## src/cld_pkg.sv

```systemverilog
// Shared types, constants and fixed-point helpers for the LDL^T factor block.
// No dependencies.
`timescale 1ns / 1ps
`default_nettype none
package cld_pkg;

  localparam int SIZE_W      = 4;
  localparam int DIM_DEFAULT = 8;
  localparam int ACC_W       = 36;

  typedef enum logic [3:0] {
    B_LOAD,
    B_AREAD,
    B_AINIT,
    B_KRD,
    B_KM1,
    B_KM2,
    B_KACC,
    B_KDONE,
    B_DIV,
    B_ROOT,
    B_RWAIT,
    B_ORD,
    B_OMUL,
    B_OSET,
    B_OWAIT
  } back_state_t;

  // floor(p / 2^16), saturated to 32 bits signed
  function automatic logic signed [31:0] qsat(input logic signed [63:0] p);
    logic signed [47:0] s;
    s = p[63:16];
    if (s > 48'sd2147483647) begin
      qsat = 32'sh7fffffff;
    end else if (s < -48'sd2147483648) begin
      qsat = 32'sh80000000;
    end else begin
      qsat = s[31:0];
    end
  endfunction

  function automatic logic signed [31:0] sat_acc(input logic signed [ACC_W-1:0] a);
    if (a > 36'sd2147483647) begin
      sat_acc = 32'sh7fffffff;
    end else if (a < -36'sd2147483648) begin
      sat_acc = 32'sh80000000;
    end else begin
      sat_acc = a[31:0];
    end
  endfunction

endpackage
`default_nettype wire

```

## src/cld_fifo.sv

```systemverilog
// Short queue between the front and back ends.
// Depends on cld_pkg.
`timescale 1ns / 1ps
`default_nettype none
module cld_fifo import cld_pkg::*; #(
  parameter int WIDTH = 32
) (
  input  wire logic             clk,
  input  wire logic             rst,
  input  wire logic             in_valid,
  output logic                  in_ready,
  input  wire logic [WIDTH-1:0] in_data,
  output logic                  out_valid,
  input  wire logic             out_ready,
  output logic [WIDTH-1:0]      out_data
);

  logic [WIDTH-1:0] mem [4];
  logic [1:0]       wptr;
  logic [1:0]       rptr;
  logic [2:0]       cnt;
  logic             push;
  logic             pop;

  assign in_ready  = (cnt != 3'd4);
  assign out_valid = (cnt != 3'd0);
  assign out_data  = mem[rptr];
  assign push      = in_valid && in_ready;
  assign pop       = out_valid && out_ready;

  always_ff @(posedge clk) begin
    if (push) begin
      mem[wptr] <= in_data;
    end
  end

  always_ff @(posedge clk) begin
    if (rst) begin
      wptr <= '0;
      rptr <= '0;
      cnt  <= '0;
    end else begin
      if (push) wptr <= wptr + 2'd1;
      if (pop) rptr <= rptr + 2'd1;
      cnt <= cnt + 3'(push) - 3'(pop);
    end
  end

endmodule
`default_nettype wire

```

## config.mk

```make
export PLATFORM = sky130hd
export DESIGN_NAME = cld_fifo
export DESIGN_NICKNAME = d
export VERILOG_FILES = /design/src/cld_pkg.sv /design/src/cld_fifo.sv
export SDC_FILE = /design/constraint.sdc
export NUM_CORES = 1
export LEC_CHECK = 0
export ABC_AREA = 1
export BUFFER_PORTS_ARGS = -buffer_cell sky130_fd_sc_hd__buf_2
export CAP_MARGIN = 25
export CELL_PAD_IN_SITES_DETAIL_PLACEMENT = 1
export CELL_PAD_IN_SITES_GLOBAL_PLACEMENT = 2
export CORE_UTILIZATION = 40
export CTS_CLUSTER_DIAMETER = 50
export DETAILED_ROUTE_END_ITERATION = 7
export GPL_ROUTABILITY_DRIVEN = 0
export PLACE_DENSITY_LB_ADDON = 0.1
export SETUP_SLACK_MARGIN = 0.05
export SLEW_MARGIN = 10
export SYNTH_ARGS = -nofsm -noshare
export SYNTH_HDL_FRONTEND = slang
export SYNTH_SLANG_ARGS = --single-unit
```

## constraint.sdc

```tcl
create_clock -name clk -period 3.07 [get_ports clk]
set_input_delay 0.307 -clock clk [delete_from_list [all_inputs] [get_ports clk]]
set_output_delay 0.307 -clock clk [all_outputs]
set_load 0.05 [all_outputs]
```

==> results.toml <==
[run_status]
outcome = "finished clean"

[cts]
cts_hold_buf = 0
clock_path_buffers = 2
cts-buffers-inserted = 17
cts.sinks = 137
clk_latency_ns = 0.41
cts_resized = 0
path_clk_slew_ns = 0.05
htree_levels = 4
cts_tree = "done"
cts-root-buf = "clkbuf_16"
cts_setup_buffers = 0

[floorplan]
die_w_microns = 117
start_util = 0.413
row_count = 41
io_pins = 70
coreArea_sq_um = 12700
dieArea_sq_um = 13600
die_h_microns = 117

[placed_design]
hpwl_microns = 6330
dpl.cell_count = 604
port_buffers = 69

[sta]
fin_crit_ns = 2.50
hold_viol_final = 0
rsz0062_at_grt = "false"
fmax_ghz = 0.400
min_period_over_period = 0.814
drv_slew = 0
worst_pin_slew_ns = 0.649
finalSetupViolations = 0
max_slew_margin = 0.567
finalSetupTns_ns = 0
skew_ns = 0.00430

[grt]
overflow = 0
grt_first_pass_wirelength_microns = 17100
grt_use_total = 0.177
grt_pass1_vias = 3235
antenna_found_initial = 1
grt_max_degree = 65

[finish]
final_cells = 634
fin_nets = 494
ff_latch_area_sq_um = 4030
antenna_cells = 0
syn_to_final_growth_pct = 20.6
n_fill_cell = 1329
multi_input_area_sq_um = 1030
final_core_utilization = 0.498
drive_gt1_frac = 0.236

[synthesis]
yosys_warnings = 0
synth.area.top_cells = "edfxtp_1 (73%), nor2_1 (5.5%), o22ai_1 (3.8%), o21ai_0 (3.5%), dfxtp_1 (3.4%)"
synth_top_area_share = 0.732
yosysTopAreaCell = "edfxtp_1"
syn_area_sq_um = 5250
synth_most_common_cell = "edfxtp_1"
synth_nets = 417
synth_common_cells = "edfxtp_1 (128), nor2_1 (77), o21ai_0 (37), o22ai_1 (32), o21ai_1 (28)"
synthArstFlopShare = 0
ys_ff_latch = 137
syn-mean-instance-area_sq_um = 14.0
synth_ff_type = "edfxtp_1"
synth_seq_area_share = 0.766
synth_edf_count = 128
ys_types = 19
syn_inst = 374

[power_and_ir_drop]
power.leakage_nw = 2.28
p_per_area_nw_per_um2 = 982
peakVddDrop_v = 0.000432

[worst_setup_path]
end_kind = "output port"
required_ns = 2.76
crit_arrival_ns = 2.19
startpoint_type = "register"
r2r-end = "cnt[2]$_SDFF_PP0_"
reg2reg_depth = 10
reg2reg_slack_ns = 0.74
r2r-start = "cnt[1]$_SDFF_PP0_"
cp_max_fo = 29
criticalPathCategory = "reg2out"

[worst_hold_path]
min_path_cells = 2
min_to = "cnt[0]$_SDFF_PP0_"
min-delay-start = "rst"
hold_class = "in2reg"

[detailed_routing]
drtIter0Drc = 145
num_vias = 3190
ant_nets = 0
drtPass1Iterations = 4
routed_wl_microns = 11000
via_per_inst = 5.03
drc = 0
avgRoutedWirePerCell_microns = 17.3

[job]
cap_violations = 0
-- through the flow --
stage	instance area (sq um)	worst slack [ns]	hold slack, ns	total power, W
2_1_floorplan	5250	0.154	0.374	0.00381
3_3_place_gp	5750	0.834	0.466	0.00421
3_5_place_dp	5750	0.717	0.487	0.00424
4_1_cts	6340	0.510	0.0693	0.00631
5_1_grt	6340	0.389	0.0747	0.00652
6_report	6340	0.570	0.0864	0.00622
-- per-layer routing --
layer	vias to the layer above	global-route usage	wire length, microns	part of all wire
met2	64	0.297	5510	0.50
met5	-	0	13	0.0012
met4	2	0.0684	143	0.013
met3	16	0.0607	399	0.036
met1	1575	0.210	4920	0.45
li1	1533	-	-	-
-- registers in the layout, indices dropped and copies added (netlist names), named ones only --
register and count:
wptr 2, mem 128, rptr 2, cnt 3
-- area by class of cell --
cell class,instances,area share
Tap cell,172,0.0340
Clock buffer,20,0.0689
Inverter,16,0.0107
Sequential cell,137,0.635
Clock inverter,10,0.0241
Multi-Input combinational cell,202,0.163
Timing Repair Buffer,77,0.0640
-- placed cells by master, fill, tap and decap left out, drive strengths merged --
master,instances
a21boi,2
a21oi,4
buf,77
bufinv,4
clkbuf,20
clkinv,4
clkinvlp,2
dfxtp,9
edfxtp,128
fa,1
ha,6
inv,16
nand2,12
nand3,3
nor2,77
o21ai,65
o22ai,32
-- worst max-delay path by stage --
stage	depth (start not counted)	end
2_1_floorplan	4	mem[0][0]$_DFFE_PP_
3_3_place_gp	10	cnt[2]$_SDFF_PP0_
5_1_grt	4	out_data[29]
3_5_place_dp	10	cnt[2]$_SDFF_PP0_
4_1_cts	4	out_data[29]
6_report	4	out_data[7]
-- logic make-up after synthesis --
| family | after synthesis | synth area share |
|---|---|---|
| flip-flops | 137 | 0.766 |
| AO/OA/AOI/OAI | 103 | 0.107 |
| AND/OR/NAND/NOR | 92 | 0.0664 |
| buffers and inverters | 35 | 0.0429 |
| adder cells (fa/ha/maj) | 7 | 0.0181 |
-- power by group --
part / internal (W) / switching, W
clock network: 0.00134 / 0.000713
logic: 0.000395 / 0.00139
registers: 0.00228 / 0.000103
-- critical path: stages (launching register included) --
cell,delay [ns]
dfxtp_2,0.74
buf_4,0.36
o21ai_0,0.12
o22ai_1,0.23
buf_2,0.31
Power figures use the tool's default switching activity.
