File: src/cld_pkg.sv
// Shared types, constants and fixed-point helpers for the LDL^T factor block.
// No dependencies.
`timescale 1ns / 1ps
`default_nettype none
package cld_pkg;

  localparam int SIZE_W      = 4;
  localparam int DIM_DEFAULT = 8;
  localparam int ACC_W       = 36;

  typedef enum logic [3:0] {
    B_LOAD,
    B_AREAD,
    B_AINIT,
    B_KRD,
    B_KM1,
    B_KM2,
    B_KACC,
    B_KDONE,
    B_DIV,
    B_ROOT,
    B_RWAIT,
    B_ORD,
    B_OMUL,
    B_OSET,
    B_OWAIT
  } back_state_t;

  // floor(p / 2^16), saturated to 32 bits signed
  function automatic logic signed [31:0] qsat(input logic signed [63:0] p);
    logic signed [47:0] s;
    s = p[63:16];
    if (s > 48'sd2147483647) begin
      qsat = 32'sh7fffffff;
    end else if (s < -48'sd2147483648) begin
      qsat = 32'sh80000000;
    end else begin
      qsat = s[31:0];
    end
  endfunction

  function automatic logic signed [31:0] sat_acc(input logic signed [ACC_W-1:0] a);
    if (a > 36'sd2147483647) begin
      sat_acc = 32'sh7fffffff;
    end else if (a < -36'sd2147483648) begin
      sat_acc = 32'sh80000000;
    end else begin
      sat_acc = a[31:0];
    end
  endfunction

endpackage
`default_nettype wire

File: src/cld_front.sv
// Front end: takes element beats, tracks row/column and flags the last one.
// Depends on cld_pkg.
`timescale 1ns / 1ps
`default_nettype none
module cld_front import cld_pkg::*; #(
  parameter int MAX_DIM = DIM_DEFAULT,
  localparam int IW = (MAX_DIM > 1) ? $clog2(MAX_DIM) : 1,
  localparam int EW = 32 + 2 * IW + 1 + SIZE_W
) (
  input  wire logic              clk,
  input  wire logic              rst,
  input  wire logic              matrix_size_we,
  input  wire logic [SIZE_W-1:0] matrix_size,
  input  wire logic              element_valid,
  output logic                   element_ready,
  input  wire logic [31:0]       element_value,
  output logic                   q_valid,
  input  wire logic              q_ready,
  output logic [EW-1:0]          q_data
);

  logic [SIZE_W-1:0] n;
  logic [IW-1:0]     row;
  logic [IW-1:0]     col;
  logic              col_end;
  logic              last;

  assign col_end       = (SIZE_W'(col) == n - SIZE_W'(1));
  assign last          = col_end && (SIZE_W'(row) == n - SIZE_W'(1));
  assign q_valid       = element_valid;
  assign element_ready = q_ready;
  assign q_data        = {element_value, row, col, last, n};

  always_ff @(posedge clk) begin
    if (rst) begin
      n   <= SIZE_W'(MAX_DIM);
      row <= '0;
      col <= '0;
    end else if (matrix_size_we) begin
      if (matrix_size == '0) begin
        n <= SIZE_W'(1);
      end else if (matrix_size > SIZE_W'(MAX_DIM)) begin
        n <= SIZE_W'(MAX_DIM);
      end else begin
        n <= matrix_size;
      end
      row <= '0;
      col <= '0;
    end else if (element_valid && q_ready) begin
      if (col_end) begin
        col <= '0;
        row <= last ? '0 : row + IW'(1);
      end else begin
        col <= col + IW'(1);
      end
    end
  end

endmodule
`default_nettype wire

File: config.mk
export PLATFORM = sky130hd
export DESIGN_NAME = cld_front
export DESIGN_NICKNAME = d
export VERILOG_FILES = /design/src/cld_pkg.sv /design/src/cld_front.sv
export SDC_FILE = /design/constraint.sdc
export NUM_CORES = 1
export LEC_CHECK = 0
export BUFFER_PORTS_ARGS = -buffer_cell sky130_fd_sc_hd__buf_4
export CORE_MARGIN = 2
export CORE_UTILIZATION = 38
export CTS_CLUSTER_SIZE = 28
export DETAILED_ROUTE_END_ITERATION = 16
export HOLD_SLACK_MARGIN = 0.05
export PLACE_DENSITY = 0.84
export REMOVE_ABC_BUFFERS = 1
export SETUP_SLACK_MARGIN = 0.15
export SYNTH_ARGS = -nofsm -noshare
export SYNTH_HDL_FRONTEND = slang
export SYNTH_SLANG_ARGS = --single-unit
File: constraint.sdc
create_clock -name clk -period 3.41 [get_ports clk]
set_input_delay 0.682 -clock clk [delete_from_list [all_inputs] [get_ports clk]]
set_output_delay 0.682 -clock clk [all_outputs]
set_load 0.01 [all_outputs]
==> impl_metrics.toml, run 1 <==
[setup_path]
worstPathRequired_ns = 2.73
worstSetupPathType = "flip-flop to primary output"
critPathCaptureType = "primary output"
reg2reg_slack_ns = 1.54
start_kind = "flip-flop"
critPathMaxFanout = 7
critPathArrivalTime_ns = 2.00

[timing]
fin_crit_sh_pct = 78.5
slew_violations = 0
worst_pin_slew_ns = 0.401
rsz0062_at_grt = "false"
final_hold_viol_count = 0
layout_min_cycle_time_ns = 2.68
skew_ns = 0.000545
timing.setup.tns_ns = 0
max_freq_mhz = 373
setup_violations = 0
relSlewSlack_pct = 73.2

[drt]
first_pass_iters = 4
vias_per_cell = 5.42
wl_mm = 2.72
drtIter0Drc = 10
ant_nets = 0
wl_per_cell_um = 23.1
route.detailed.drc = 0
vias = 640

[clock_tree]
clkLatencyLatePin_ns = 0.26
cts.path.max_buffers = 2
cts-root-buf = "clkbuf_4"
cts_resized = 0
postCtsHoldBufs = 0
clkSlewWorstSetupHoldPaths_ns = 0.06
cts_setup_buffers = 0
cts_num_sinks = 10
cts_buffers = 3
cts_max_level = 1
cts_tree = "yes"

[floorplanning]
die_y_um = 51.4
start_util_pct = 39.3
fp.dieW_um = 51.4
core_area_um2 = 2170
die_area_um2 = 2640
fp-row-count = 17
ios = 86

[logic_synthesis]
yosys.area.top_type = "buf_4"
synth-async-reset-ratio_pct = 0
synth_common_cells = "buf_4 (35), dfxtp_1 (10), xor2_1 (8)"
yosysMostFrequentCell = "buf_4"
ys_warn_count = 0
synth_edf_count = 0
synth_flop_cell = "dfxtp_1"
yosysTopAreaCellShare_pct = 30.8
avgSynthCellArea_um2 = 8.45
syn_inst = 101
ys_ff_latch = 10
seq_area_frac_synth_pct = 23.5
synth_cell_types = 25
syn_area_um2 = 853
netlist_top_cells_area = "buf_4 (31%), dfxtp_1 (23%), xor2_1 (8.2%)"

[global_routing]
grt_pass1_vias = 624
grt_antenna_before_repair = 0
grt_pass1_wl_mm = 3.84
gr-usage-all-layers_pct = 22.3
grt_start_max_net_pins = 9
overflow = 0

[layout]
stdcell_count = 118
drive_gt1_share_pct = 30.0
area.growth.synth_to_final_pct = -5.57
n_antenna_cell = 0
fin_nets = 136

[place]
dp_hpwl_mm = 2.34
gp_congestion = 0.787
numPortBuffers = 21
dp_cells = 115

[power]
power.density_nw_per_um2 = 300
p_leak_nw = 0.383
ir_drop_v = 0.0000876

[outcome]
status = "finished, final reports clean"

[flow_run]
max-cap-violations = 0

[worst_hold_path]
hp-class = "flip-flop to flip-flop"
## state kept, by name (all words and copies together), names as in the netlist
register  flops
col           3
n             4
row           3
## cell families after synthesis
logic type,count (synthesis),share of synthesized area [%]
buffers and inverters,37,31.7
AND/OR/NAND/NOR,28,18.6
AO/OA/AOI/OAI,13,11.3
flip-flops,10,23.5
XOR/XNOR,8,8.21
adder cells (fa/ha/maj),3,4.40
multiplexers,2,2.35
## worst paths after layout
path | start | end | depth (start not counted)
setup / recovery | n[0]$_SDFFE_PP0P_ | q_data[4] | 7
hold / removal | col[1]$_SDFFE_PP0P_ | col[1]$_SDFFE_PP0P_ | 2
hold reg to reg | col[1]$_SDFFE_PP0P_ | col[1]$_SDFFE_PP0P_ | 2
setup reg to reg | n[0]$_SDFFE_PP0P_ | row[0]$_SDFFE_PP0P_ | 7
## routing by layer
layer  vias up  wire (µm)  part of all wire (%)  global-route usage (%)
met3         4        688                    25                    27.2
met5         -          0                     0                       0
met2        62       1070                    39                    29.1
met4         0         42                   1.5                    9.21
met1       285        918                    34                    20.6
li1        289          -                     -                       -
## layout by cell type, fill, tap and decap left out
cell        n
o21ai_0     2
nand2b_1    2
mux2i_1     2
o211ai_1    3
nand2_1     4
ha_1        3
and3b_1     1
nor3_1      2
o21bai_1    2
nand2b_4    1
a2bb2oi_1   1
nand3b_1    2
nand3_1     5
dfxtp_1    10
o41ai_2     1
o21ai_2     1
nor2_1      7
nor2b_1     1
inv_1       2
xor2_1      8
buf_4      21
a21oi_1     3
or2b_1      1
nand4b_1    1
or4b_1      1
clkbuf_4    3
## per-stage QoR
step	util [%]	power (mW)	hold slack (ns)	instance area, µm²	setup WS, ns
floorplan	-	0.145	0.511	591	1.21
global placement	36.1	0.164	0.498	783	1.14
detailed placement	36.1	0.166	0.498	783	1.04
CTS	37.1	0.242	0.506	806	0.740
global route	37.1	0.259	0.534	806	0.565
finish	37.1	0.242	0.506	806	0.732
## final cells by class
type | count | area (µm²)
fill | 228 | 1360
multi-input combinational | 54 | 383
sequential | 10 | 200
timing repair buffer | 21 | 158
tap | 28 | 35.0
clock buffer | 3 | 22.5
inverter | 2 | 7.51
## critical path, cell delays in order (launching register included)
cell      delay [ns]
dfxtp_1         0.48
inv_1           0.08
ha_1            0.23
xor2_1          0.22
mux2i_1         0.12
o211ai_1        0.36
nor2_1          0.10
buf_4           0.16
## where the power goes
group | total [mW] | internal [mW] | switching (mW)
Clock | 0.0788 | 0.0407 | 0.0381
Combinational | 0.0400 | 0.0204 | 0.0195
Sequential | 0.123 | 0.119 | 0.00393
Power figures use the tool's default switching activity.
==> run 2, diff against run 1 <==
--- a/config.mk
+++ b/config.mk
@@ -5,13 +5,14 @@
 export SDC_FILE = /design/constraint.sdc
 export NUM_CORES = 1
 export LEC_CHECK = 0
+export ABC_AREA = 1
 export BUFFER_PORTS_ARGS = -buffer_cell sky130_fd_sc_hd__buf_4
 export CORE_MARGIN = 2
-export CORE_UTILIZATION = 38
+export CORE_UTILIZATION = 36
 export CTS_CLUSTER_SIZE = 28
 export DETAILED_ROUTE_END_ITERATION = 16
 export HOLD_SLACK_MARGIN = 0.05
-export PLACE_DENSITY = 0.84
+export PLACE_DENSITY = 0.78
 export REMOVE_ABC_BUFFERS = 1
 export SETUP_SLACK_MARGIN = 0.15
 export SYNTH_ARGS = -nofsm -noshare
==> constraint.sdc (replaced) <==
create_clock -name clk -period 2.6 [get_ports clk]
set_input_delay 0.52 -clock clk [delete_from_list [all_inputs] [get_ports clk]]
set_output_delay 0.52 -clock clk [all_outputs]
set_load 0.01 [all_outputs]
==> impl_metrics.toml, run 2 <==
[layout]
area.growth.synth_to_final_pct = -4.77
drive_gt1_share_pct = 29.8
layout_common_cells = "nand2_1 (25), buf_4 (21), inv_1 (15)"
fin_util_pct = 35.6
stdcell_count = 154
final_common_cell = "nand2_1"
top_regs = "n x4, col x3, row x3"
n_antenna_cell = 0
largest_register = "n"
fin_nets = 170
largest_reg_flops = 4
fillers = 268
multi_input_area_um2 = 392
design_area_um2 = 875
seqCellArea_um2 = 201

[place]
gp_congestion = 0.794
numPortBuffers = 21
placed_area_um2 = 851
dp_cells = 151
dp_hpwl_mm = 2.31

[power]
comb_power_share_pct = 21.2
internal_power_uw = 243
p_sw_share_pct = 29.0
clkPwrFrac_pct = 31.5
power.net_switching_uw = 99.0
p_leak_nw = 0.437
total_power_uw = 342
seqPwrFrac_pct = 47.3
power.density_nw_per_um2 = 391
ir_drop_v = 0.000172

[clock_tree]
cts_num_sinks = 10
cts_setup_buffers = 0
clkSlewWorstSetupHoldPaths_ns = 0.06
cts_buffers = 3
cts.path.max_buffers = 2
cts-root-buf = "clkbuf_4"
clkLatencyLatePin_ns = 0.27
cts_max_level = 1
cts_tree = "yes"
postCtsHoldBufs = 0

[logic_synthesis]
synth-async-reset-ratio_pct = 0
ys_ff_latch = 10
synth_edf_count = 0
synth_cell_types = 20
syn_area_um2 = 918
yosysMostFrequentCell = "buf_4"
netlist_top_cells_area = "buf_4 (29%), dfxtp_1 (22%), nand2_1 (10%)"
avgSynthCellArea_um2 = 6.80
seq_area_frac_synth_pct = 21.8
ys_warn_count = 0
synth_flop_cell = "dfxtp_1"
syn_inst = 135
yosys.area.top_type = "buf_4"
synth_common_cells = "buf_4 (35), nand2_1 (25), inv_1 (15)"
yosysTopAreaCellShare_pct = 28.6

[timing]
setup_violations = 0
max_freq_mhz = 448
timing.setup.tns_ns = 0
slew_violations = 0
skew_ns = 0.00144
rsz0062_at_grt = "false"
relSlewSlack_pct = 78.3
fin_crit_sh_pct = 85.8
layout_min_cycle_time_ns = 2.23
final_hold_viol_count = 0
worst_pin_slew_ns = 0.324

[setup_path]
path_buf_inv = 2
critPathCaptureType = "primary output"
r2r_cells = 10
critPathArrivalTime_ns = 1.71
cp_top_family = "simple AND/OR/NAND/NOR gates"
crit_chain = "inv_2 > ha_1 > or2_0 > nand2_1 > nor2_4 > nand3_1 > nor2_1 > buf_4"
worstSetupPathType = "flip-flop to primary output"
worst-path-stages = 8
start_kind = "flip-flop"
slowest_stage = "dfxtp_2"
worstPathRequired_ns = 2.08
cpPeakStageDelay_ns = 0.36
critPathMaxFanout = 6

[global_routing]
grt_pass1_wl_mm = 3.75
grt_start_max_net_pins = 7
grt_antenna_before_repair = 0
gr-usage-all-layers_pct = 19.5
overflow = 0
grt_pass1_vias = 691

[floorplanning]
die_area_um2 = 2970
fp-row-count = 18
start_util_pct = 37.4
fp.dieW_um = 54.5
die_y_um = 54.5
ios = 86
core_area_um2 = 2450

[drt]
vias = 736
route.detailed.drc = 0
wl_per_cell_um = 16.8
wl_mm = 2.59
ant_nets = 0
drtIter0Drc = 11
vias_per_cell = 4.78
first_pass_iters = 6

[worst_hold_path]
hp-class = "input port to flip-flop"
min_path_cells = 3

[flow_run]
max-cap-violations = 0

[outcome]
status = "finished, final reports clean"
[run 2: stage by stage]
step / hold WS (ns) / setup WS (ns)
2_1_floorplan: 0.524 / 0.681
5_1_grt: 0.525 / 0.217
6_report: 0.513 / 0.369
4_1_cts: 0.508 / 0.292
3_3_place_gp: 0.513 / 0.644
3_5_place_dp: 0.507 / 0.596
[run 2: cells by family after synthesis]
logic type	Yosys count	share of synthesized area, %
adders and majority gates	3	4.09
DFF	10	21.8
AOI/OAI and AO/OA	8	4.77
and+or+nand+nor	58	30.0
buffers and inverters	52	35.6
xor gates and xnor gates	4	3.82
[run 2: final timing paths]
check | startpoint | to | slack (ns)
hold reg to reg | col[0]$_SDFFE_PP0P_ | col[0]$_SDFFE_PP0P_ | 0.52
setup reg to reg | n[0]$_SDFFE_PP0P_ | row[2]$_SDFFE_PP0P_ | 0.98
hold / removal | matrix_size[3] | n[3]$_SDFFE_PP1P_ | 0.51
setup / recovery | n[0]$_SDFFE_PP0P_ | q_data[4] | 0.37
[run 2: tightest hold or removal path: stages]
cell and delay [ns]:
buf_4 0.08, nor3_1 0.05, a21oi_1 0.10
[run 2: routing by layer]
layer	GRT usage, %	routed length [µm]	vias up
li1	-	-	362
met1	20.0	897	308
met2	23.3	943	61
met3	23.2	703	5
met4	8.75	45	0
met5	0	0	-
[run 2: area by class of cell]
class	count	share of cell area, %
timing repair buffer	21	18.0
clock buffer	3	2.58
inverter	17	7.30
multi-input combinational	73	44.8
tap	30	4.29
sequential	10	23.0
[run 2: power groups by stage]
| stage | clock [mW] | sequential [mW] | combinational, mW |
|---|---|---|---|
| floorplan | 0 | 0.166 | 0.0443 |
| detailed placement | 0 | 0.165 | 0.0730 |
| global route | 0.117 | 0.163 | 0.0820 |
| global placement | 0 | 0.165 | 0.0723 |
| CTS | 0.112 | 0.162 | 0.0731 |
| finish | 0.108 | 0.162 | 0.0725 |
[run 2: what timing repair did]
action,4_1_cts,5_1_grt
resized for setup,0,1
hold endpoints to repair,0,0
endpoints found under the setup margin,0,1
